<file path="config.mk">
export PLATFORM = sky130hd
export DESIGN_NAME = nnis_fifo
export DESIGN_NICKNAME = d
export VERILOG_FILES = /design/src/hdl/nnis_fifo.sv
export SDC_FILE = /design/constraint.sdc
export NUM_CORES = 1
export LEC_CHECK = 0
export ABC_AREA = 1
export BUFFER_PORTS_ARGS = -buffer_cell sky130_fd_sc_hd__buf_2
export CORE_ASPECT_RATIO = 0.75
export CORE_MARGIN = 2
export CORE_UTILIZATION = 42
export DETAILED_ROUTE_END_ITERATION = 8
export PLACE_DENSITY = 0.66
export SYNTH_ARGS = -nofsm -noshare
export SYNTH_HDL_FRONTEND = slang
export SYNTH_SLANG_ARGS = --single-unit
</file>
<file path="constraint.sdc">
create_clock -name i_clk -period 5.3 [get_ports i_clk]
set_clock_uncertainty 0.1 [all_clocks]
set_input_delay 0.265 -clock i_clk [delete_from_list [all_inputs] [get_ports i_clk]]
set_output_delay 0.265 -clock i_clk [all_outputs]
set_load 0.02 [all_outputs]
</file>
<file path="src/hdl/nnis_fifo.sv">
// Small command queue between the front and back parts of the scaler.
// No dependencies.
module nnis_fifo #(
    parameter int WIDTH = 21,
    parameter int DEPTH = 2
) (
    input  logic             i_clk,
    input  logic             i_rst_n,
    input  logic             i_push,
    input  logic [WIDTH-1:0] i_data,
    output logic             o_full,
    input  logic             i_pop,
    output logic [WIDTH-1:0] o_data,
    output logic             o_empty
);

    localparam int PTR_W = (DEPTH > 1) ? $clog2(DEPTH) : 1;
    localparam int CNT_W = $clog2(DEPTH + 1);

    logic [WIDTH-1:0] r_mem [DEPTH];
    logic [PTR_W-1:0] r_wptr, n_wptr;
    logic [PTR_W-1:0] r_rptr, n_rptr;
    logic [CNT_W-1:0] r_count, n_count;
    logic             do_push, do_pop;

    assign o_full  = (r_count == CNT_W'(DEPTH));
    assign o_empty = (r_count == '0);
    assign o_data  = r_mem[r_rptr];
    assign do_push = i_push && !o_full;
    assign do_pop  = i_pop && !o_empty;

    always_comb begin
        n_wptr  = r_wptr;
        n_rptr  = r_rptr;
        n_count = r_count;
        if (do_push) begin
            n_wptr = (r_wptr == PTR_W'(DEPTH - 1)) ? '0 : r_wptr + PTR_W'(1);
        end
        if (do_pop) begin
            n_rptr = (r_rptr == PTR_W'(DEPTH - 1)) ? '0 : r_rptr + PTR_W'(1);
        end
        if (do_push && !do_pop) begin
            n_count = r_count + CNT_W'(1);
        end else if (do_pop && !do_push) begin
            n_count = r_count - CNT_W'(1);
        end
    end

    always_ff @(posedge i_clk) begin
        if (!i_rst_n) begin
            r_wptr  <= '0;
            r_rptr  <= '0;
            r_count <= '0;
        end else begin
            r_wptr  <= n_wptr;
            r_rptr  <= n_rptr;
            r_count <= n_count;
        end
        if (do_push) begin
            r_mem[r_wptr] <= i_data;
        end
    end

endmodule

</file>
==> results.md <==
- Worst VDD drop: 0.000255 V
- Placer Congestion: 0.612
- Synth cell types: 16
- Largest family of logic cells by synthesized area: multiplexers
- HP Class: in -> reg
- Area contributors post-synth: edfxtp_1 (71%), mux2_2 (13%), dfxtp_1 (5.7%)
- CTS max path bufs: 2
- Highest clock rate: 456 MHz
- Setup_tns: 0 ns
- Antenna Cells: 0
- GRT Total Usage: 12.7%
- Avg WL per Cell: 13.7 microns
- Vias per cell: 4.65
- Synth Area per Inst: 17.1 sq um
- Non-Filler Instances: 211
- # setup viols final: 0
- XOR/XNOR Fraction of Synth Area: 0%
- Post-synth top area share: 71.5%
- GR Overflow Total: 0
- Top cell type by total area after synthesis: edfxtp_1
- Post-route ant nets: 0
- IO Count: 48
- Element type at the critical path end: output pin
- Starting Density: 43.5%
- Pwr Density: 463 nW/um^2
- CTS tree: built
- Commonest non-fill, non-tap cell in the layout: buf_2
- Core Footprint: 4050 sq um
- Cells after Synth: 103
- Critical path class: reg -> out
- Critical Path Start Type: register
- Dpl cells: 203
- Post-CTS Hold Fix Bufs: 0
- CTS Root Cell: clkbuf_8
- Synth Area in Compound Gates: 1.35%
- Clk_lat worst skew: 0.29 ns
- CP max FO: 21
- CTS clk-pin slew, worst paths: 0.09 ns
- Syn Nets: 129
- Row count: 20
- Synth Area in Adders: 0.709%
- Final worst path period need: 2.19 ns
- Fin. Hold Viols: 0
- Area Overhead vs Synth: 21.3%
- Syn Std Cell Area: 1760 sq um
- Vias: 982
- Design area: 2140 sq um
- Input/output buffers: 47
- DRC Markers: 0
- Die footprint: 4740 sq um
- WP data arrival: 1.83 ns
- Pre-antenna DRT Iters: 4
- Initial antenna violation count: 0
- # Max-Cap Violations: 0
- RSZ-0062 raised after global routing: no
- Lkg Pwr: 0.000830 uW
- Vias in the first global route: 963
- Routed WL: 2.90 mm
- First-pass GRT wire length: 4.36 mm
- Die X-Extent: 78.8 microns
- Slew margin rel.: 26.9%
- Starting DRT DRC Count: 22
- Sequential area share after synthesis: 77.2%
- YS warnings: 0
- Share of cells above drive strength 1: 51.3%
- Status: finished clean
- CP required: 4.93 ns
- Chip Height: 60.1 microns
- H-Tree Depth: 2
- Slew @ Worst Pin: 1.10 ns
- Simple-gate share of the synthesized area: 4.40%
- TritonCTS Buffers: 5
- Final core utilization: 52.8%
- Resized cells post-CTS: 0
- Period utilization: 41.3%
- Setup Buffers After CTS: 0
- Largest net degree at the start of global routing: 22
- DPL Wire Length: 1.94 mm
- Nets: 181
- Clock sinks: 47
- Area post-placement: 2050 sq um
- Commonest non-fill, non-tap cells in the layout: buf_2 (47), edfxtp_1 (42), mux2_2 (21)
- Post-synthesis mux area share: 13.4%
- FF+latch count, synth: 47
- Max-slew violations: 0
==> worst paths after layout <==
kind | start | slack [ns] | end | cells past startpoint
max reg2reg | r_count[0]$_SDFFE_PN0P_ | 3.40 | r_mem[1][10]$_DFFE_PP_ | 2
min | i_data[0] | 0.05 | r_mem[0][0]$_DFFE_PP_ | 1
min reg2reg | r_rptr$_SDFFE_PN0P_ | 0.42 | r_rptr$_SDFFE_PN0P_ | 2
max | register | 3.11 | o_data[16] | 2
==> layer usage <==
metal / global-route usage [%] / up-vias / routed length [microns]
met4: 6.65 / 0 / 25
met1: 14.8 / 474 / 1270
met2: 21.0 / 27 / 1400
met5: 0 / - / 0
li1: - / 477 / -
met3: 4.68 / 4 / 203
==> synth_stat cells (all sizes together) <==
| cell type | number |
|---|---|
| edfxtp | 42 |
| nor2 | 11 |
| nand2 | 6 |
| buf | 2 |
| a21oi | 1 |
| inv | 9 |
| dfxtp | 5 |
| mux2 | 21 |
| nand4 | 1 |
| ha | 1 |
| nand3 | 1 |
| o21ai | 3 |
==> cells by family (layout without fill, tap and decap cells) <==
group,after synthesis,in the layout
AOI/OAI and AO/OA,4,4
and+or+nand+nor,19,19
muxes,21,21
adders and majority gates,1,1
DFF,47,47
buffers and inverters,11,64
==> through the flow <==
stage                     total power, uW  worst slack, ns  hold slack [ns]
final                                 991             3.11           0.0481
after global routing                 1040             2.99           0.0364
after detailed placement              796             3.37            0.359
after global placement                785             3.42            0.355
after CTS                            1000             3.07           0.0426
after floorplan                       709             3.40            0.264
==> sequential cells by signal (all words and copies together) (netlist names), named ones only <==
register  count
r_count       2
r_wptr        1
r_rptr        1
r_mem        42
==> report_power, final <==
part	leakage, uW	switching [uW]	total (uW)	internal [uW]
sequential	0.000433	36.6	507	470
combinational	0.000352	167	277	110
clock	0.0000452	114	207	93.1
==> worst max-delay path, stage by stage, from the launching register on <==
cell	delay [ns]
dfxtp_1	0.95
mux2_2	0.43
buf_2	0.16
==> final cells by class <==
class | count | area, sq um
sequential | 47 | 1360
clock buffer | 6 | 72.6
timing repair buffer | 47 | 235
multi-input combinational | 45 | 355
inverter | 9 | 33.8
fill | 358 | 1910
tap | 55 | 68.8
clock inverter | 2 | 13.8
Note: power is estimated with default switching activity, not from simulation.
