### src/hdl/nnis_pkg.sv
// Package for the nearest-neighbor image scaler: field widths, register
// indexes, payload structs and the dimension clamp helper.
// No dependencies.
package nnis_pkg;

    localparam int COLOR_W   = 8;
    localparam int PIX_W     = 3 * COLOR_W;
    localparam int CFG_W     = 11;
    localparam int CFG_IDX_W = 2;
    localparam int CMD_DEPTH = 2;

    localparam int MAX_PIXELS_DEF = 65536;
    localparam int MAX_SIDE_DEF   = 1024;

    // Configuration register indexes
    localparam logic [CFG_IDX_W-1:0] REG_SOURCE_WIDTH  = 2'd0;
    localparam logic [CFG_IDX_W-1:0] REG_SOURCE_HEIGHT = 2'd1;
    localparam logic [CFG_IDX_W-1:0] REG_TARGET_WIDTH  = 2'd2;
    localparam logic [CFG_IDX_W-1:0] REG_TARGET_HEIGHT = 2'd3;

    // Request types
    localparam logic REQ_STORE = 1'b0;
    localparam logic REQ_READ  = 1'b1;

    typedef struct packed {
        logic               req_type;
        logic [COLOR_W-1:0] in_red;
        logic [COLOR_W-1:0] in_green;
        logic [COLOR_W-1:0] in_blue;
    } t_in_item;

    typedef struct packed {
        logic [COLOR_W-1:0] out_red;
        logic [COLOR_W-1:0] out_green;
        logic [COLOR_W-1:0] out_blue;
        logic               frame_last;
    } t_out_item;

    typedef struct packed {
        logic [CFG_W-1:0] source_width;
        logic [CFG_W-1:0] source_height;
        logic [CFG_W-1:0] target_width;
        logic [CFG_W-1:0] target_height;
    } t_cfg;

    // Zero acts as one, anything above max_side saturates.
    function automatic logic [CFG_W-1:0] dim_eff(input logic [CFG_W-1:0] v,
                                                 input int max_side);
        logic [CFG_W-1:0] r;
        r = v;
        if (v == '0) begin
            r = CFG_W'(1);
        end else if (int'(v) > max_side) begin
            r = CFG_W'(max_side);
        end
        return r;
    endfunction

endpackage

### src/hdl/nnis_front.sv
// Front part of the scaler: accepts transactions, writes source pixels to
// the frame store, walks the output raster and queues read commands.
// Depends on nnis_pkg.
module nnis_front #(
    parameter int MAX_PIXELS = nnis_pkg::MAX_PIXELS_DEF,
    parameter int MAX_SIDE   = nnis_pkg::MAX_SIDE_DEF
) (
    input  logic                          i_clk,
    input  logic                          i_rst_n,
    input  logic                          i_push,
    input  nnis_pkg::t_in_item            i_item,
    output logic                          o_full,
    input  nnis_pkg::t_cfg                i_cfg,
    input  logic                          i_q_full,
    output logic                          o_q_push,
    output logic [2*$clog2(MAX_SIDE):0]   o_q_data,
    output logic                          o_wr_en,
    output logic [$clog2(MAX_PIXELS)-1:0] o_wr_addr,
    output logic [nnis_pkg::PIX_W-1:0]    o_wr_data
);

    localparam int CW = $clog2(MAX_SIDE);
    localparam int SW = $clog2(MAX_SIDE + 1);
    localparam int AW = $clog2(MAX_PIXELS);
    localparam int LW = $clog2(MAX_PIXELS + 1);

    logic [LW-1:0] r_load_pos, n_load_pos;
    logic [CW-1:0] r_col, n_col;
    logic [CW-1:0] r_row, n_row;
    logic [SW-1:0] tw, th;
    logic [SW-1:0] col_c, row_c, col_n, row_n;
    logic          last;
    logic          accept;

    assign accept = i_push && !i_q_full;
    assign o_full = i_q_full;

    always_comb begin
        tw = SW'(nnis_pkg::dim_eff(i_cfg.target_width, MAX_SIDE));
        th = SW'(nnis_pkg::dim_eff(i_cfg.target_height, MAX_SIDE));

        // pull stale counters back inside a shrunken target
        col_c = SW'(r_col);
        row_c = SW'(r_row);
        if (col_c >= tw) begin
            col_c = '0;
            row_c = row_c + SW'(1);
        end
        if (row_c >= th) begin
            row_c = '0;
        end
        last = (col_c == tw - SW'(1)) && (row_c == th - SW'(1));

        col_n = col_c + SW'(1);
        row_n = row_c;
        if (col_n >= tw) begin
            col_n = '0;
            row_n = row_c + SW'(1);
            if (row_n >= th) begin
                row_n = '0;
            end
        end

        n_load_pos = r_load_pos;
        n_col      = r_col;
        n_row      = r_row;
        o_wr_en    = 1'b0;
        o_q_push   = 1'b0;
        if (accept) begin
            if (i_item.req_type == nnis_pkg::REQ_STORE) begin
                if (r_load_pos < LW'(MAX_PIXELS)) begin
                    o_wr_en    = 1'b1;
                    n_load_pos = r_load_pos + LW'(1);
                end
            end else begin
                o_q_push = 1'b1;
                n_col    = col_n[CW-1:0];
                n_row    = row_n[CW-1:0];
            end
        end
    end

    assign o_q_data  = {last, row_c[CW-1:0], col_c[CW-1:0]};
    assign o_wr_addr = r_load_pos[AW-1:0];
    assign o_wr_data = {i_item.in_red, i_item.in_green, i_item.in_blue};

    always_ff @(posedge i_clk) begin
        if (!i_rst_n) begin
            r_load_pos <= '0;
            r_col      <= '0;
            r_row      <= '0;
        end else begin
            r_load_pos <= n_load_pos;
            r_col      <= n_col;
            r_row      <= n_row;
        end
    end

endmodule

### config.mk
export PLATFORM = sky130hd
export DESIGN_NAME = nnis_front
export DESIGN_NICKNAME = d
export VERILOG_FILES = /design/src/hdl/nnis_pkg.sv /design/src/hdl/nnis_front.sv
export SDC_FILE = /design/constraint.sdc
export NUM_CORES = 1
export LEC_CHECK = 0
export ABC_CLOCK_PERIOD_IN_PS = 7400
export BUFFER_PORTS_ARGS = -buffer_cell sky130_fd_sc_hd__buf_2
export CORE_UTILIZATION = 38
export CTS_CLUSTER_DIAMETER = 120
export CTS_CLUSTER_SIZE = 20
export DETAILED_ROUTE_END_ITERATION = 12
export GPL_ROUTABILITY_DRIVEN = 1
export GPL_TIMING_DRIVEN = 0
export PLACE_DENSITY_LB_ADDON = 0.05
export SLEW_MARGIN = 25
export SYNTH_ARGS = -nofsm -noshare
export SYNTH_HDL_FRONTEND = slang
export SYNTH_SLANG_ARGS = --single-unit
### constraint.sdc
create_clock -name i_clk -period 7.4 [get_ports i_clk]
set_input_delay 0.37 -clock i_clk [delete_from_list [all_inputs] [get_ports i_clk]]
set_output_delay 0.37 -clock i_clk [all_outputs]
set_load 0.02 [all_outputs]
==> results of run 1 <==
-- flip-flops by register name, indices dropped and copies added, names as in the netlist --
signal      flops
r_col          10
r_load_pos     17
r_row          10
-- kinds of logic after synthesis --
logic type	share of synthesized area, %
AOI/OAI and AO/OA	22.00
xor gates and xnor gates	9.319
adders and majority gates	13.08
buffers and inverters	11.45
DFF	15.81
muxes	1.308
and+or+nand+nor	27.02
-- worst paths after layout --
kind                     to           start  slack, ns
max                r_row[4]       i_cfg[21]       0.42
min                r_row[9]         i_rst_n       0.41
max reg2reg        r_row[4]        r_col[8]       0.87
min reg2reg  r_load_pos[16]  r_load_pos[16]       0.51
-- through the flow --
step | hold slack, ns | cells | TNS, ns | total power, W
3_3_place_gp | 0.4592 | 861 | -14.57 | 0.0003683
2_1_floorplan | 0.4378 | 626 | 0 | 0.0003219
5_1_grt | 0.4064 | 875 | -0.1140 | 0.0006071
6_report | 0.4091 | 875 | 0 | 0.0005770
3_5_place_dp | 0.4847 | 861 | -13.62 | 0.0003703
4_1_cts | 0.4003 | 872 | 0 | 0.0005793
-- routing by layer --
layer | vias to the layer above | wire length, um | track usage, %
met1 | 2254 | 6902 | 29.60
met2 | 178 | 6145 | 34.93
met3 | 11 | 752 | 1.660
met4 | 0 | 113 | 4.649
li1 | 2432 | - | -
met5 | - | 0 | 0
-- power by group through the flow --
stage	logic [W]	clock network, W	registers (W)
after floorplan	0.000114	0	0.000208
after global placement	0.000160	0	0.000208
after detailed placement	0.000162	0	0.000208
after global routing	0.000189	0.000214	0.000204
after CTS	0.000168	0.000208	0.000204
final	0.000171	0.000202	0.000204
-- what timing repair did --
| action | CTS | global route |
|---|---|---|
| pin swaps | 2 | 7 |
| buffers inserted | 3 | 3 |
| setup endpoints to repair | 10 | 10 |
| gates resized for setup | 20 | 19 |
| endpoints found under the hold margin | 0 | 0 |
-- layout make-up --
| type | instances | area, um^2 | share of cell area (%) |
|---|---|---|---|
| multi-input combinational | 491 | 3540 | 62.74 |
| sequential | 37 | 740.7 | 13.13 |
| timing repair buffer | 94 | 485.5 | 8.605 |
| buffer | 72 | 455.4 | 8.073 |
| tap | 147 | 183.9 | 3.260 |
| clock buffer | 6 | 128.9 | 2.284 |
| inverter | 26 | 97.59 | 1.730 |
| clock inverter | 2 | 10.01 | 0.1774 |
-- worst reg2reg max path, delay by kind of cell (launching register included) --
kind / cells / cell delay [ns]
AO/OA/AOI/OAI: 10 / 2.12
buffers and inverters: 5 / 0.72
XOR/XNOR: 1 / 0.16
flip-flops: 1 / 0.37
adder cells (fa/ha/maj): 4 / 0.92
AND/OR/NAND/NOR: 8 / 2.15
-- placed cells by master, fill, tap and decap left out, types with 5 or more instances in the layout --
cell type,instances
buf_2,91
nor2_1,62
nand2_1,51
ha_1,49
buf_4,48
dfxtp_1,37
a21oi_1,36
inv_1,25
nand3_1,24
xnor2_1,23
o21ai_0,22
xor2_1,22
clkbuf_1,21
and3_1,17
nor3_1,15
nand4_1,11
a22oi_1,11
a31oi_1,10
nor2b_1,6
a21o_1,6
nand2b_1,6
o21a_1,6
nand3b_1,5
nor4_1,5
clkbuf_16,5
==> results.json, run 1 <==
{
  "outcome": "finished, final reports clean",
  "path_depth": 33,
  "pwr-share-clk_pct": 35.1,
  "netlist.area_leader.share_pct": 15.81,
  "avgSynthCellArea_um2": 7.485,
  "crit_path_start_kind": "primary input",
  "row_count": 40,
  "synth-edff-count": 0,
  "firstDrtPassIters": 5,
  "fin_skew_ns": 0.001448,
  "overflow": 0,
  "syn_inst": 626,
  "slew_violations": 0,
  "die_h_um": 113.0,
  "worstPathRequired_ns": 7.60,
  "cellPowerDensity_mw_per_mm2": 102.3,
  "worst_setup_path_end_kind": "flop",
  "yosys_warnings": 0,
  "path_delay_family": "simple AND/OR/NAND/NOR gates",
  "maxSlewHeadroom_pct": 44.28,
  "netSwitchingFraction_pct": 31.64,
  "routabilityCongestion": 0.8626,
  "max_cap_violations": 0,
  "ys_top_cells_by_count": "nor2_1, nand2_1, ha_1, buf_4, a21oi_1",
  "p_switching_w": 0.0001826,
  "path_buf_inv": 9,
  "peakVddDrop_mv": 0.1430,
  "ctsHoldBuffers": 0,
  "hold_viol": 0,
  "vias": 4875,
  "yosysSeqAreaShare_pct": 15.81,
  "diodes": 0,
  "pwr-share-comb_pct": 29.6,
  "syn_to_final_growth_pct": 20.40,
  "layout.nets": 849,
  "track_usage_pct": 21.02,
  "htreeDepth": 2,
  "coreArea_mm2": 0.01201,
  "cts_max_path_buffers": 2,
  "place_area_mm2": 0.005310,
  "final_util_pct": 46.97,
  "drive_gt1_share_pct": 26.92,
  "seqPwrFrac_pct": 35.3,
  "yosys-top-cells-area": "dfxtp_1, ha_1, buf_4",
  "grt_max_degree": 12,
  "initialDrtViolationCount": 286,
  "grt_pass1_wl_um": 21670,
  "routed_wl_um": 13910,
  "grt_antenna_before_repair": 0,
  "cp_slowest_stage_delay_ns": 0.39,
  "drc": 0,
  "min_delay_path_depth": 2,
  "start_util_pct": 39.01,
  "dieArea_mm2": 0.01278,
  "critPathKind": "primary input to flop",
  "clk_latency_ns": 0.27,
  "internal-power_w": 0.0003944,
  "arrival_ns": 7.18,
  "yosysMostFrequentCell": "nor2_1",
  "routedWlPerCell_um": 15.90,
  "hp-class": "primary input to flop",
  "io_buffers": 88,
  "ys_ff_latch": 37,
  "synthesis.area_mm2": 0.004686,
  "die_w_um": 113.0,
  "fillers": 1249,
  "ys.flop_type": "dfxtp_1",
  "ff2ff_path_depth": 28,
  "final_area_mm2": 0.005642,
  "crit_fanout": 10,
  "min_period_ns": 6.981,
  "drtAntennaViolNets": 0,
  "cts-buffers-inserted": 5,
  "clockRootBuffer": "clkbuf_16",
  "dp_slack_ns": -1.479,
  "grt_pass1_vias": 4345,
  "tightest_slew_ns": 0.8357,
  "synth_nets": 748,
  "cts_sinks": 37,
  "synth_cell_types": 72,
  "cts_tree": "yes",
  "fmax_mhz": 143.2,
  "p_leak_nw": 2.545,
  "setup_ws_ns": 0.4188,
  "yosysTopAreaCell": "dfxtp_1",
  "vias_per_cell": 5.571,
  "fin_crit_sh_pct": 94.34,
  "async_flop_share_pct": 0,
  "clkTransAtPathRegs_ns": 0.06,
  "crit_path_top_delay_cell": "or3_1",
  "ios": 137,
  "setup_viol": 0,
  "hpwl_um": 11260,
  "crit_top_cell": "ha_1"
}
(Power assumes the default switching activity.)
==> inputs of run 2 (changes only) <==
--- a/config.mk
+++ b/config.mk
@@ -5,7 +5,7 @@
 export SDC_FILE = /design/constraint.sdc
 export NUM_CORES = 1
 export LEC_CHECK = 0
-export ABC_CLOCK_PERIOD_IN_PS = 7400
+export ABC_CLOCK_PERIOD_IN_PS = 6600
 export BUFFER_PORTS_ARGS = -buffer_cell sky130_fd_sc_hd__buf_2
 export CORE_UTILIZATION = 38
 export CTS_CLUSTER_DIAMETER = 120
==> constraint.sdc (replaced) <==
create_clock -name i_clk -period 6.6 [get_ports i_clk]
set_input_delay 0.33 -clock i_clk [delete_from_list [all_inputs] [get_ports i_clk]]
set_output_delay 0.33 -clock i_clk [all_outputs]
set_load 0.02 [all_outputs]
==> results.json, run 2 (same netlist as run 1, synthesis figures left out) <==
{
  "syn_to_final_growth_pct": 39.07,
  "crit_path_top_delay_cell": "or3_4",
  "clockRootBuffer": "clkbuf_16",
  "top_regs": "r_load_pos: 17 flops, r_col: 10 flops, r_row: 10 flops",
  "drtAntennaViolNets": 0,
  "start_util_pct": 39.01,
  "cellPowerDensity_mw_per_mm2": 106.5,
  "min_period_ns": 6.532,
  "hpwl_um": 11260,
  "cts_sinks": 37,
  "cts-buffers-inserted": 5,
  "p_leak_nw": 2.899,
  "peakVddDrop_mv": 0.08958,
  "grt_antenna_before_repair": 0,
  "ios": 137,
  "place_area_mm2": 0.005373,
  "r2r_end": "r_row[4]",
  "fin_cells": 943,
  "cts_tree": "yes",
  "path_buf_inv": 8,
  "io_buffers": 88,
  "holdWs_ns": 0.3561,
  "regArea_um2": 740.7,
  "row_count": 40,
  "firstDrtPassIters": 5,
  "critPathKind": "primary input to flop",
  "maxSlewHeadroom_pct": 57.45,
  "hp-class": "primary input to flop",
  "die_w_um": 113.0,
  "overflow": 0,
  "worstPathRequired_ns": 6.80,
  "drive_gt1_share_pct": 38.32,
  "path_delay_family": "compound AO/OA/AOI/OAI gates",
  "tightest_slew_ns": 0.6323,
  "path_depth": 31,
  "layout_commonest_cell": "buf_4",
  "initialDrtViolationCount": 362,
  "routedWlPerCell_um": 16.37,
  "fin_skew_ns": 0.008333,
  "final_area_mm2": 0.006516,
  "slew_violations": 0,
  "grt_pass1_vias": 4780,
  "clk_latency_ns": 0.28,
  "die_h_um": 113.0,
  "cp_slowest_stage_delay_ns": 0.50,
  "clkTransAtPathRegs_ns": 0.05,
  "arrival_ns": 6.73,
  "r2r-start": "r_col[9]",
  "drc": 0,
  "final_cell_mix": "buf_4, buf_2, nor2_1, nand2_1, ha_1",
  "crit_start": "i_cfg[21]",
  "fillers": 1187,
  "vias_per_cell": 5.496,
  "routabilityCongestion": 0.8482,
  "cts_max_path_buffers": 2,
  "worst_setup_path_end_kind": "flop",
  "dieArea_mm2": 0.01278,
  "largest_register_ffs": 17,
  "totalPowerFinal_w": 0.0006942,
  "dp_cells": 861,
  "grt_max_degree": 12,
  "crit_end": "r_row[4]",
  "ctsHoldBuffers": 0,
  "max_cap_violations": 0,
  "largest-register": "r_load_pos",
  "fin_crit_sh_pct": 98.96,
  "diodes": 0,
  "multi_input_area_mm2": 0.003842,
  "track_usage_pct": 23.34,
  "grt_pass1_wl_um": 24000,
  "crit_fanout": 10,
  "outcome": "finished, final reports clean",
  "setup_viol": 0,
  "routed_wl_um": 15430,
  "crit_path_start_kind": "primary input",
  "htreeDepth": 2,
  "vias": 5183,
  "fmax_mhz": 153.1,
  "ff2ff_path_depth": 26,
  "rsz0062_at_grt": "true",
  "layout.nets": 917,
  "hold_viol": 0,
  "reg2reg_slack_ns": 0.36,
  "coreArea_mm2": 0.01201
}
[run 2: changes by cell type in the layout (fill, tap and decap cells not counted), sizes merged]
| cell | before | now |
|---|---|---|
| clkbuf | 29 | 26 |
| buf | 143 | 214 |
[run 2: area by class of cell]
| class | instances | share of cell area (%) |
|---|---|---|
| Buffer | 71 | 7.143 |
| Clock buffer | 6 | 1.978 |
| Clock inverter | 2 | 0.1536 |
| Inverter | 26 | 1.536 |
| Multi-Input combinational cell | 491 | 58.97 |
| Sequential cell | 37 | 11.37 |
| Tap cell | 147 | 2.823 |
| Timing Repair Buffer | 163 | 16.03 |
[run 2: what timing repair did]
item / in CTS / in global routing
gates resized for setup: 31 / 66
setup buffers: 50 / 28
pin swaps: 20 / 50
endpoints found under the setup margin: 10 / 19
[run 2: where the power goes]
| group | switching (W) | internal, W |
|---|---|---|
| clock network | 0.0000933 | 0.000139 |
| logic | 0.000131 | 0.000103 |
| registers | 0.00000263 | 0.000226 |
[run 2: stage by stage]
stage | utilization (%) | setup slack [ns] | setup TNS (ns)
finish | 54.25 | 0.06845 | 0
global route | 54.25 | -0.1316 | -0.5544
CTS | 50.25 | 0.003475 | 0
detailed placement | 44.73 | -1.258 | -12.07
global placement | 44.73 | -1.197 | -11.73
floorplan | - | 0.001070 | 0
[run 2: how the worst min path moves through the flow]
stage,start,end,slack [ns],depth (start not counted)
2_1_floorplan,r_load_pos[16],r_load_pos[16],0.44,2
3_3_place_gp,r_load_pos[16],r_load_pos[16],0.46,2
3_5_place_dp,r_load_pos[16],r_load_pos[16],0.46,2
4_1_cts,i_rst_n,r_row[5],0.36,2
5_1_grt,i_rst_n,r_row[9],0.37,2
6_report,i_rst_n,r_row[5],0.36,2
[run 2: worst register-to-register path: stages (launching register included)]
cell and delay (ns):
dfxtp_1 0.36, ha_1 0.31, and4b_2 0.30, nand4_4 0.15, or3_4 0.50, a2111oi_4 0.51, ha_4 0.29, a2111oi_4 0.35
o221ai_2 0.14, a21oi_2 0.20, nor2_4 0.08, buf_8 0.13, buf_12 0.12, nor2_4 0.11, ha_4 0.14, inv_2 0.03
a21o_1 0.19, nor3b_4 0.30, buf_6 0.15, nand4b_1 0.10, a21oi_1 0.16, ha_1 0.27, a2111oi_2 0.36, o211a_1 0.23
o21ai_4 0.09, or3_4 0.37, a31oi_1 0.20
[run 2: routing by layer]
layer	vias to the layer above	part of all wire (%)	routed length (um)	track usage, %
met2	188	47	7225	39.63
met5	-	0	0	0
met4	0	1.5	225	5.877
met3	19	5.0	768	1.607
met1	2412	47	7214	32.05
li1	2564	-	-	-
