**src/hdl/nnis_pkg.sv**
```systemverilog
// Package for the nearest-neighbor image scaler: field widths, register
// indexes, payload structs and the dimension clamp helper.
// No dependencies.
package nnis_pkg;

    localparam int COLOR_W   = 8;
    localparam int PIX_W     = 3 * COLOR_W;
    localparam int CFG_W     = 11;
    localparam int CFG_IDX_W = 2;
    localparam int CMD_DEPTH = 2;

    localparam int MAX_PIXELS_DEF = 65536;
    localparam int MAX_SIDE_DEF   = 1024;

    // Configuration register indexes
    localparam logic [CFG_IDX_W-1:0] REG_SOURCE_WIDTH  = 2'd0;
    localparam logic [CFG_IDX_W-1:0] REG_SOURCE_HEIGHT = 2'd1;
    localparam logic [CFG_IDX_W-1:0] REG_TARGET_WIDTH  = 2'd2;
    localparam logic [CFG_IDX_W-1:0] REG_TARGET_HEIGHT = 2'd3;

    // Request types
    localparam logic REQ_STORE = 1'b0;
    localparam logic REQ_READ  = 1'b1;

    typedef struct packed {
        logic               req_type;
        logic [COLOR_W-1:0] in_red;
        logic [COLOR_W-1:0] in_green;
        logic [COLOR_W-1:0] in_blue;
    } t_in_item;

    typedef struct packed {
        logic [COLOR_W-1:0] out_red;
        logic [COLOR_W-1:0] out_green;
        logic [COLOR_W-1:0] out_blue;
        logic               frame_last;
    } t_out_item;

    typedef struct packed {
        logic [CFG_W-1:0] source_width;
        logic [CFG_W-1:0] source_height;
        logic [CFG_W-1:0] target_width;
        logic [CFG_W-1:0] target_height;
    } t_cfg;

    // Zero acts as one, anything above max_side saturates.
    function automatic logic [CFG_W-1:0] dim_eff(input logic [CFG_W-1:0] v,
                                                 input int max_side);
        logic [CFG_W-1:0] r;
        r = v;
        if (v == '0) begin
            r = CFG_W'(1);
        end else if (int'(v) > max_side) begin
            r = CFG_W'(max_side);
        end
        return r;
    endfunction

endpackage

```
**src/hdl/nnis_back.sv**
```systemverilog
// Back part of the scaler: maps a queued output position to a source
// position with two bit-serial dividers, reads the frame store and holds
// the result. Depends on nnis_pkg.
module nnis_back #(
    parameter int MAX_PIXELS = nnis_pkg::MAX_PIXELS_DEF,
    parameter int MAX_SIDE   = nnis_pkg::MAX_SIDE_DEF
) (
    input  logic                          i_clk,
    input  logic                          i_rst_n,
    input  nnis_pkg::t_cfg                i_cfg,
    input  logic                          i_q_empty,
    input  logic [2*$clog2(MAX_SIDE):0]   i_q_data,
    output logic                          o_q_pop,
    output logic                          o_rd_en,
    output logic [$clog2(MAX_PIXELS)-1:0] o_rd_addr,
    input  logic [nnis_pkg::PIX_W-1:0]    i_rd_data,
    input  logic                          i_pop,
    output logic                          o_empty,
    output nnis_pkg::t_out_item           o_item
);

    localparam int CW    = $clog2(MAX_SIDE);
    localparam int SW    = $clog2(MAX_SIDE + 1);
    localparam int PW    = CW + SW;
    localparam int AW    = $clog2(MAX_PIXELS);
    localparam int IW    = (PW > AW) ? PW : AW + 1;
    localparam int CNT_W = $clog2(PW);
    localparam int CB    = nnis_pkg::COLOR_W;

    typedef enum logic [2:0] {
        B_IDLE,
        B_DIV,
        B_ADDR,
        B_READ,
        B_DATA
    } t_state;

    t_state              r_state;
    logic [PW-1:0]       r_nx, r_ny;
    logic [SW-1:0]       r_rx, r_ry;
    logic [CNT_W-1:0]    r_cnt;
    logic                r_last;
    logic [IW-1:0]       r_idx;
    logic                r_zero;
    logic                r_out_valid;
    nnis_pkg::t_out_item r_out_item;

    logic [SW-1:0] sw, sh, tw, th;
    logic [SW:0]   tx, ty;
    logic          gex, gey;
    logic [SW-1:0] nrx, nry;
    logic [CW-1:0] q_col, q_row;
    logic          q_last;
    logic [IW-1:0] idx_calc;
    logic          slot_free;

    always_comb begin
        sw = SW'(nnis_pkg::dim_eff(i_cfg.source_width, MAX_SIDE));
        sh = SW'(nnis_pkg::dim_eff(i_cfg.source_height, MAX_SIDE));
        tw = SW'(nnis_pkg::dim_eff(i_cfg.target_width, MAX_SIDE));
        th = SW'(nnis_pkg::dim_eff(i_cfg.target_height, MAX_SIDE));

        // one restoring step per axis, divisor is the target size
        tx  = {r_rx, r_nx[PW-1]};
        ty  = {r_ry, r_ny[PW-1]};
        gex = (tx >= {1'b0, tw});
        gey = (ty >= {1'b0, th});
        nrx = gex ? SW'(tx - {1'b0, tw}) : tx[SW-1:0];
        nry = gey ? SW'(ty - {1'b0, th}) : ty[SW-1:0];

        idx_calc = IW'(PW'(r_ny[CW-1:0]) * PW'(sw)) + IW'(r_nx[CW-1:0]);
    end

    assign q_col     = i_q_data[CW-1:0];
    assign q_row     = i_q_data[2*CW-1:CW];
    assign q_last    = i_q_data[2*CW];
    assign slot_free = !r_out_valid || i_pop;
    assign o_q_pop   = (r_state == B_IDLE) && !i_q_empty;
    assign o_rd_en   = (r_state == B_READ) && slot_free;
    assign o_rd_addr = r_idx[AW-1:0];
    assign o_empty   = !r_out_valid;
    assign o_item    = r_out_item;

    always_ff @(posedge i_clk) begin
        if (!i_rst_n) begin
            r_state     <= B_IDLE;
            r_out_valid <= 1'b0;
        end else begin
            if (i_pop && r_out_valid) begin
                r_out_valid <= 1'b0;
            end
            unique case (r_state)
                B_IDLE: begin
                    if (!i_q_empty) begin
                        r_nx    <= PW'(q_col) * PW'(sw);
                        r_ny    <= PW'(q_row) * PW'(sh);
                        r_rx    <= '0;
                        r_ry    <= '0;
                        r_cnt   <= '0;
                        r_last  <= q_last;
                        r_state <= B_DIV;
                    end
                end
                B_DIV: begin
                    r_rx  <= nrx;
                    r_ry  <= nry;
                    r_nx  <= {r_nx[PW-2:0], gex};
                    r_ny  <= {r_ny[PW-2:0], gey};
                    r_cnt <= r_cnt + CNT_W'(1);
                    if (r_cnt == CNT_W'(PW - 1)) begin
                        r_state <= B_ADDR;
                    end
                end
                B_ADDR: begin
                    r_idx   <= idx_calc;
                    r_state <= B_READ;
                end
                B_READ: begin
                    if (slot_free) begin
                        r_zero  <= (r_idx >= IW'(MAX_PIXELS));
                        r_state <= B_DATA;
                    end
                end
                B_DATA: begin
                    r_out_valid           <= 1'b1;
                    r_out_item.out_red    <= r_zero ? '0 : i_rd_data[3*CB-1:2*CB];
                    r_out_item.out_green  <= r_zero ? '0 : i_rd_data[2*CB-1:CB];
                    r_out_item.out_blue   <= r_zero ? '0 : i_rd_data[CB-1:0];
                    r_out_item.frame_last <= r_last;
                    r_state               <= B_IDLE;
                end
                default: begin
                    r_state <= B_IDLE;
                end
            endcase
        end
    end

endmodule

```
**config.mk**
```make
export PLATFORM = sky130hd
export DESIGN_NAME = nnis_back
export DESIGN_NICKNAME = d
export VERILOG_FILES = /design/src/hdl/nnis_pkg.sv /design/src/hdl/nnis_back.sv
export SDC_FILE = /design/constraint.sdc
export NUM_CORES = 1
export LEC_CHECK = 0
export BUFFER_PORTS_ARGS = -buffer_cell sky130_fd_sc_hd__buf_2
export CAP_MARGIN = 5
export CELL_PAD_IN_SITES_DETAIL_PLACEMENT = 0
export CELL_PAD_IN_SITES_GLOBAL_PLACEMENT = 1
export CORE_UTILIZATION = 53
export DETAILED_ROUTE_END_ITERATION = 8
export HOLD_SLACK_MARGIN = 0.08
export PLACE_DENSITY_LB_ADDON = 0.1
export RECOVER_POWER = 25
export SYNTH_ARGS = -nofsm -noshare
export SYNTH_HDL_FRONTEND = slang
export SYNTH_SLANG_ARGS = --single-unit
```
**constraint.sdc**
```tcl
create_clock -name i_clk -period 15.5 [get_ports i_clk]
set_input_delay 3.1 -clock i_clk [delete_from_list [all_inputs] [get_ports i_clk]]
set_output_delay 3.1 -clock i_clk [all_outputs]
set_load 0.05 [all_outputs]
```
==> results.md, run 1 <==
- Die Footprint: 0.0334 sq mm
- GR Util met2: 38.9%
- H-tree depth: 4
- Top FF cell, synth: edfxtp_1
- Final #Nets: 2437
- Setup WS post-layout: 6.46 ns
- Worst Min Path Start: r_last$_DFFE_PP_
- Core area: 0.0319 sq mm
- Wire length per cell: 15.4 um
- Maxcap violations: 2
- Post-DP Area: 0.0182 sq mm
- Fraction of final layout cells sized beyond drive strength 1: 10.3%
- First-pass DRT Iterations: 5
- GR peak layer: met2
- Total power draw: 2.04 mW
- Root buffer cell: clkbuf_16
- Initial Util: 54.4%
- Fmax: 111 MHz
- Hold path cells: 0
- GPL Wtd Cong: 0.858
- Post-synth EDFFs: 117
- CTS resizes: 0
- Syn. warnings: 0
- Worst Setup End Kind: flip-flop
- Drt drc: 0
- Post-Syn Area per Cell: 9.33 sq um
- Antenna viol nets, final: 0
- Sequential fraction of the synthesis area: 20.7%
- Switching part of the total: 42.7%
- Leak: 9.18 nW
- Total wire length: 36600 um
- Ant diodes: 0
- CTS tree: yes
- Clock sinks: 121
- WP data arrival: 9.08 ns
- Die Wd: 183 um
- RSZ-0062 raised after global routing: no
- Tot GR Track Use: 23.1%
- Via count of the first global-routing pass: 12.6k
- First DRT Iteration DRCs: 506
- Share of the synthesized area in the top cell type: 25.6%
- Post-Place Worst Slack: 6.08 ns
- Worst setup startpoint: i_cfg[26]
- Setup Viol. Count Final: 0
- Bufs on Longest Clock Path: 2
- CP startpoint kind: input port
- Dominant cell type by area after synthesis: fa_1
- Mean number of vias per cell: 5.28
- Synth Cell Area: 0.0173 sq mm
- Net Sw Power: 0.873 mW
- Worst VDD drop: 0.0000830 V
- Post-synth cell types: 63
- CP max FO: 10
- Clk pwr share: 20.2%
- Num rows: 65
- Min-delay worst type: reg2reg
- Initial antenna violation count: 0
- Worst slew margin: -112%
- Post-cts hold buffer count: 0
- M1 GR Usage: 32.9%
- Fillers: 2859
- Min Tclk post-route: 9.04 ns
- IO Pins: 137
- Cell Int Power: 1.17 mW
- First-pass GRT wire length: 62200 um
- Synthesis-to-layout area growth: 8.63%
- Final Cell Area: 0.0188 sq mm
- Worst Reg-to-Reg Cells: 17
- Status: finished, violations left
- Vias: 12.5k
- Synth async-reset ratio: 0%
- Cell count after synthesis: 1857
- Failing checks: max-capacitance violations, max-slew violations
- Largest net degree at the start of global routing: 70
- Worst skew pair latency: 0.43 ns
- Period Utilization, post-route: 58.3%
- Number of I/O port buffers: 136
- Least-Margin Pin Slew: 3.18 ns
- Seq pwr share: 22.8%
- Detail Placement HPWL: 28200 um
- Postcts setup bufs: 0
- FF+latch count, synth: 121
- Die height: 183 um
- Crit Reg-Reg Startpoint: r_ny[4]$_DFFE_PP_
- CP required: 15.54 ns
- Hold Violations, Final: 0
- Congestion Overflow GR: 0
- Fin Setup TNS: 0 ns
- Clk slew on worst S/H paths: 0.06 ns
- CTS buffer count: 17
- Combinational share of power: 57.0%
- Final clock skew: 0.0283 ns
- Final Slew Violations: 122
- Power density over cell area: 109 mW/mm^2
- Grt met3 use: 1.83%
- Top post-synthesis cells by area: fa_1 26%, edfxtp_1 20%, ha_1 14%
- WS Path Type: in2reg
- Syn Nets: 2368
## power groups by stage
stage          logic (mW)  registers [mW]  clock network [mW]
2_1_floorplan       0.942           0.453                   0
3_3_place_gp         1.15           0.472                   0
3_5_place_dp         1.16           0.473                   0
4_1_cts              1.18           0.466               0.421
5_1_grt              1.34           0.471               0.433
6_report             1.17           0.466               0.413
## cell type report
type	instances	area, sq um	area share [%]
inverter	259	972	5.16
clock buffer	17	425	2.26
sequential	121	3590	19.1
timing repair buffer	151	774	4.11
tap	435	544	2.89
clock inverter	15	179	0.951
multi-input combinational	1376	12300	65.5
## sequential cells by signal, indices dropped and copies added, names as in the netlist
register     count
r_ry            11
r_zero           1
r_idx           21
o_item          25
r_rx            11
r_ny            21
r_state          3
r_out_valid      1
r_nx            21
r_last           1
r_cnt            5
## cells by family after synthesis
family          Yosys count  synth area share (%)
simple gates            642                  18.2
flops                   121                  20.7
mux                      16                 0.924
compound gates          236                  8.87
xor+xnor                 64                  3.23
buf+inv                 360                  8.19
fa+ha+maj               418                  39.8
## placed cells by master (no fill, tap or decap), drive strengths merged, types with 6 or more instances in the layout
| cell type | count |
|---|---|
| a211oi | 16 |
| a21o | 15 |
| a21oi | 77 |
| a31oi | 9 |
| and2 | 167 |
| and3 | 11 |
| buf | 144 |
| clkbuf | 24 |
| clkinv | 6 |
| edfxtp | 117 |
| fa | 222 |
| ha | 196 |
| inv | 266 |
| mux2i | 16 |
| nand2 | 241 |
| nand2b | 9 |
| nand3 | 19 |
| nand4 | 12 |
| nor2 | 93 |
| nor2b | 45 |
| nor3 | 15 |
| nor4 | 11 |
| o211ai | 7 |
| o21a | 15 |
| o21ai | 59 |
| o31ai | 10 |
| or3 | 6 |
| xnor2 | 41 |
| xor2 | 23 |
## Yosys cell counts (18+ instances only)
master      n
nand3_1    19
edfxtp_1  117
xnor2_1    41
fa_1      222
inv_1     257
nand2_1   241
nor2b_1    45
clkbuf_1   81
a21oi_1    74
ha_1      196
xor2_1     23
nor2_1     93
and2_1    166
o21ai_0    54
buf_4      18
## critical path, cell delays in order
cell and delay (ns):
buf_2 0.10, nor4_1 0.26, nand3_1 0.13, o21ai_1 0.41, and2_0 0.39, nand2_1 0.13
fa_1 0.55, inv_1 0.05, fa_1 0.50, inv_1 0.06, fa_1 0.53, inv_1 0.05
fa_1 0.48, inv_1 0.06, fa_1 0.52, inv_1 0.04, ha_1 0.33, nand2_1 0.08
nor4_1 0.35, o211ai_1 0.19, o21ai_0 0.39, a31oi_1 0.16, xor2_1 0.16, a21oi_1 0.08
## path summary, 6_finish.rpt
check	endpoint	slack, ns
hold / removal	o_item[0]$_DFFE_PP_	0.43
setup reg to reg	r_idx[20]$_DFFE_PP_	10.13
setup / recovery	r_ny[17]$_DFFE_PP_	6.46
hold reg to reg	o_item[0]$_DFFE_PP_	0.43
## stage by stage
| stage | instances | util [%] | hold slack (ns) |
|---|---|---|---|
| floorplan | 1857 | - | 0.400 |
| global placement | 2342 | 57.2 | 0.404 |
| detailed placement | 2342 | 57.2 | 0.412 |
| CTS | 2374 | 59.1 | 0.431 |
| global route | 2374 | 59.0 | 0.439 |
| finish | 2374 | 59.0 | 0.432 |
## per-layer routing
layer  vias up  wire length (um)
met2       222             17200
met3        17              1160
li1       6151                 -
met4         0               215
met5         -                 0
met1      6141             18000
Note: power is estimated with default switching activity, not from simulation.
==> run 2: changes to the inputs <==
Settings changed: CORE_UTILIZATION 53 to 49.
Clock period 15.5 ns to 8.5 ns, I/O delays scaled along.
==> run 2 against run 1 <==
Compared with the run above: the run still ends with max-capacitance violations, max-slew violations left; clock-buffer cell count is 1 higher; critical endpoint unchanged; cell count is 1.1% higher; die area is 8.1% higher; via count is 0.31% higher; clock power is 64% higher; sequential share of layout area hardly changed; register-to-register slack worse by 7.1 ns; critical path depth stayed put.
==> results.md, run 2 (synthesis results as in run 1) <==
- Fraction of final layout cells sized beyond drive strength 1: 10.4%
- Number of I/O port buffers: 136
- Cell Int Power: 2.10 mW
- Antenna viol nets, final: 0
- First-pass GRT wire length: 63700 um
- Setup Viol. Count Final: 0
- Final #Nets: 2442
- Min-delay worst type: reg2reg
- Largest net degree at the start of global routing: 70
- First-pass DRT Iterations: 4
- Die Wd: 190 um
- Least-Margin Pin Slew: 3.11 ns
- Initial antenna violation count: 0
- Crit Reg-Reg Startpoint: r_ny[4]$_DFFE_PP_
- WP data arrival: 7.64 ns
- Cell Chain, Critical Path: buf_2 > nor4_1 > nand3_1 > o21ai_1 > and2_0 > nand2_1 > fa_1 > inv_1 > fa_1 > inv_1 > fa_1 > inv_1 > fa_1 > inv_1 > fa_1 > inv_1 > ha_1 > nand2_1 > nor4_1 > o211ai_1 > o21ai_0 > a31oi_1 > xor2_1 > a21oi_1
- Die height: 190 um
- Vias: 12.6k
- CTS resizes: 0
- Max incr delay on CP: 0.54 ns
- Drt drc: 0
- GPL Wtd Cong: 0.841
- Final hold slack: 0.427 ns
- Initial Util: 50.0%
- Core area: 0.0346 sq mm
- GR Util met2: 36.4%
- Worst setup startpoint: i_cfg[26]
- Fmax: 132 MHz
- Fillers: 3172
- Clk pwr share: 18.6%
- Status: finished, violations left
- Final Slew Violations: 122
- Hold Violations, Final: 0
- Setup WS post-layout: 0.908 ns
- Tot GR Track Use: 21.9%
- Ant diodes: 0
- Commonest non-fill, non-tap cell in the layout: inv_1
- Root buffer cell: clkbuf_16
- Non-Filler Instances: 2399
- Total wire length: 37300 um
- Final clock skew: 0.0165 ns
- Switching part of the total: 42.7%
- Failing checks: max-capacitance violations, max-slew violations
- Grt met3 use: 2.31%
- Multi-input gate area: 0.0123 sq mm
- Synthesis-to-layout area growth: 8.59%
- Die Footprint: 0.0361 sq mm
- First DRT Iteration DRCs: 480
- M1 GR Usage: 30.6%
- CP max FO: 10
- Leak: 9.17 nW
- Worst slew margin: -107%
- Bufs on Longest Clock Path: 2
- Via count of the first global-routing pass: 13.0k
- Maxcap violations: 2
- Worst Setup End Kind: flip-flop
- CP top delay family: adder cells
- Congestion Overflow GR: 0
- WS Path Type: in2reg
- Clock sinks: 121
- IO Pins: 137
- Buf+Inv Stages, Crit Path: 6
- Net Sw Power: 1.56 mW
- Seq pwr share: 23.3%
- Fin Setup TNS: 0 ns
- CP startpoint kind: input port
- Cell Count Post-Placement: 2367
- Clk slew on worst S/H paths: 0.06 ns
- Post-Place Worst Slack: 0.530 ns
- Critical-path top delay cell: fa_1
- Mean number of vias per cell: 5.24
- H-tree depth: 4
- Detail Placement HPWL: 29100 um
- Worst skew pair latency: 0.43 ns
- GR peak layer: met2
- Combinational share of power: 58.1%
- Max reg flops: 25
- Worst VDD drop: 0.000137 V
- CP required: 8.55 ns
- CTS buffer count: 17
- Register area: 0.00359 sq mm
- Post-cts hold buffer count: 0
- Commonest non-fill, non-tap cells in the layout: 257 x inv_1, 241 x nand2_1, 222 x fa_1
- CTS tree: yes
- Min Tclk post-route: 7.59 ns
- Num rows: 68
- Period Utilization, post-route: 89.3%
- Wire length per cell: 15.6 um
- RSZ-0062 raised after global routing: no
- Power density over cell area: 194 mW/mm^2
- Worst Min Path Start: r_last$_DFFE_PP_
- Postcts setup bufs: 0
-- run 2: changes by cell type in the layout (fill, tap and decap cells not counted), sizes merged --
cell	previous run	this run
bufinv	1	0
clkinv	6	7
inv	266	264
clkinvlp	1	2
buf	144	150
-- run 2: stage by stage --
step / util (%) / instance area (sq um) / power, mW
2_1_floorplan: - / 17300 / 2.54
3_3_place_gp: 52.9 / 18300 / 2.97
3_5_place_dp: 52.9 / 18300 / 3.00
4_1_cts: 54.4 / 18800 / 3.70
5_1_grt: 54.3 / 18800 / 4.04
6_report: 54.3 / 18800 / 3.66
-- run 2: worst paths after layout --
check                              to  slack [ns]  cells past startpoint
setup / recovery   r_ny[17]$_DFFE_PP_        0.91                     24
hold / removal    o_item[0]$_DFFE_PP_        0.43                      0
setup reg to reg  r_idx[20]$_DFFE_PP_        3.07                     17
hold reg to reg   o_item[0]$_DFFE_PP_        0.43                      0
-- run 2: cell type report --
cell class | instances | area share, %
Multi-Input combinational cell | 1376 | 65.5
Sequential cell | 121 | 19.1
Inverter | 259 | 5.17
Timing Repair Buffer | 156 | 4.32
Tap cell | 455 | 3.03
Clock buffer | 18 | 2.28
Clock inverter | 14 | 0.592
-- run 2: layer usage --
layer / wire (um) / vias to the layer above
li1: - / 6161
met1: 18200 / 6141
met2: 17400 / 236
met3: 1350 / 32
met4: 424 / 0
met5: 0 / -
-- run 2: power groups by stage --
stage                     Sequential [mW]  Combinational, mW  Clock [mW]
after CTS                           0.853               2.15       0.697
after global placement              0.862               2.10           0
after detailed placement            0.864               2.13           0
final                               0.853               2.12       0.679
after floorplan                     0.826               1.72           0
after global routing                0.861               2.46       0.720
==> run 3: changes to the inputs <==
Settings changed: PLACE_DENSITY set to 0.94, PLACE_DENSITY_LB_ADDON 0.1 to not set.
==> run 3 against run 2 <==
Compared with the run above: the flow still finishes with violations (max-capacitance violations, max-slew violations); hold slack better by 0.0066 ns; flip-flop and latch count stayed put; combinational power hardly changed; clock-buffer cell count is 1 lower; clock skew is 0.0029 ns lower; first-iteration DRC count is 12% higher; critical endpoint unchanged; largest cell class unchanged.
==> results.md, run 3 (synthesis results as in run 1) <==
- First-pass GRT wire length: 62300 um
- Final Slew Violations: 122
- Hold Violations, Final: 0
- Via count of the first global-routing pass: 13.4k
- Least-Margin Pin Slew: 2.97 ns
- Leak: 9.21 nW
- Buf+Inv Stages, Crit Path: 6
- Post-Place Worst Slack: 0.477 ns
- Maxcap violations: 2
- Postcts setup bufs: 0
- Synthesis-to-layout area growth: 9.01%
- Worst Setup End Kind: flip-flop
- Fraction of final layout cells sized beyond drive strength 1: 10.5%
- Congestion Overflow GR: 0
- Worst skew pair latency: 0.43 ns
- Clock sinks: 121
- Period Utilization, post-route: 90.1%
- RSZ-0062 raised after global routing: no
- Status: finished, violations left
- Final #Nets: 2443
- Root buffer cell: clkbuf_16
- Commonest non-fill, non-tap cell in the layout: inv_1
- Initial antenna violation count: 0
- CTS buffer count: 17
- Post-cts hold buffer count: 0
- Drt drc: 0
- Die Footprint: 0.0361 sq mm
- Clk slew on worst S/H paths: 0.07 ns
- Tot GR Track Use: 21.3%
- Vias: 12.8k
- First DRT Iteration DRCs: 538
- Max incr delay on CP: 0.54 ns
- CP top delay family: adder cells
- Number of I/O port buffers: 136
- First-pass DRT Iterations: 5
- Combinational share of power: 56.9%
- Seq pwr share: 22.8%
- CP required: 8.56 ns
- Mean number of vias per cell: 5.35
- H-tree depth: 4
- CTS resizes: 0
- Die height: 190 um
- WP data arrival: 7.71 ns
- Net Sw Power: 1.57 mW
- Cell Int Power: 2.17 mW
- Commonest non-fill, non-tap cells in the layout: 257 x inv_1, 241 x nand2_1, 222 x fa_1
- Core area: 0.0346 sq mm
- Setup Viol. Count Final: 0
- GPL Wtd Cong: 0.857
- Detail Placement HPWL: 28900 um
- Num rows: 68
- CP max FO: 10
- Total wire length: 37000 um
- Cell Chain, Critical Path: buf_2 > nor4_1 > nand3_1 > o21ai_1 > and2_0 > nand2_1 > fa_1 > inv_1 > fa_1 > inv_1 > fa_1 > inv_1 > fa_1 > inv_1 > fa_1 > inv_1 > ha_1 > nand2_1 > nor4_1 > o211ai_1 > o21ai_0 > a31oi_1 > xor2_1 > a21oi_1
- Min-delay worst type: reg2reg
- Die Wd: 190 um
- Wire length per cell: 15.4 um
- Ant diodes: 0
- WS Path Type: in2reg
- Max reg flops: 25
- Clk pwr share: 20.3%
- Final Cell Area: 0.0189 sq mm
- CP startpoint kind: input port
- Bufs on Longest Clock Path: 2
- Switching part of the total: 42.1%
- Antenna viol nets, final: 0
- Min Tclk post-route: 7.66 ns
- Setup WS post-layout: 0.844 ns
- Critical-path top delay cell: fa_1
- Fillers: 3052
- Worst VDD drop: 0.000159 V
- Final clock skew: 0.0136 ns
- Initial Util: 50.0%
- Largest net degree at the start of global routing: 70
- IO Pins: 137
- CTS tree: yes
- Failing checks: max-capacitance violations, max-slew violations
- Fin Setup TNS: 0 ns
- Power density over cell area: 198 mW/mm^2
- Worst slew margin: -98.2%
- Post-DP Area: 0.0183 sq mm
- Fmax: 131 MHz
==> run 3: cell types whose count changed in the layout (fill, tap and decap cells not counted) <==
cell | previous run | this run
inv_8 | 1 | 4
bufinv_16 | 0 | 2
clkinv_2 | 3 | 1
buf_4 | 16 | 17
clkbuf_1 | 7 | 6
clkinv_4 | 2 | 1
clkinvlp_4 | 2 | 1
nand3_1 | 19 | 18
nand3_2 | 0 | 1
nor2b_1 | 44 | 45
nor2b_2 | 1 | 0
==> run 3: layout make-up <==
class,count,area [sq um],share of cell area [%]
clock buffer,17,425,2.25
timing repair buffer,157,821,4.35
tap,455,569,3.01
multi-input combinational,1376,12300,65.3
sequential,121,3590,19.0
inverter,259,972,5.15
clock inverter,15,179,0.947
==> run 3: worst paths after layout <==
| kind | startpoint | to | cells past startpoint | slack [ns] |
|---|---|---|---|---|
| max reg2reg | r_ny[1]$_DFFE_PP_ | r_idx[20]$_DFFE_PP_ | 18 | 3.07 |
| min | r_last$_DFFE_PP_ | o_item[0]$_DFFE_PP_ | 0 | 0.43 |
| max | i_cfg[26] | r_ny[17]$_DFFE_PP_ | 24 | 0.84 |
| min reg2reg | r_last$_DFFE_PP_ | o_item[0]$_DFFE_PP_ | 0 | 0.43 |
==> run 3: metrics by stage <==
step	hold WS (ns)	utilization (%)	instances	power (mW)
finish	0.434	54.5	2400	3.74
global route	0.468	54.5	2400	4.08
CTS	0.435	54.6	2400	3.76
detailed placement	0.418	52.9	2368	2.98
global placement	0.403	52.9	2368	2.92
floorplan	0.400	-	1857	2.54
==> run 3: metal layers <==
layer,routed length [um],up-vias,share of wire [%],global-route usage (%)
met3,1690,61,4.6,2.75
met4,654,0,1.8,6.45
met2,18300,326,50,37.5
li1,-,6172,-,-
met5,0,-,0,0
met1,16300,6290,44,27.0
==> run 3: power by group through the flow <==
stage | registers, mW | clock network (mW) | logic [mW]
floorplan | 0.826 | 0 | 1.72
global placement | 0.859 | 0 | 2.06
detailed placement | 0.861 | 0 | 2.12
CTS | 0.848 | 0.773 | 2.14
global route | 0.856 | 0.795 | 2.43
finish | 0.852 | 0.760 | 2.13
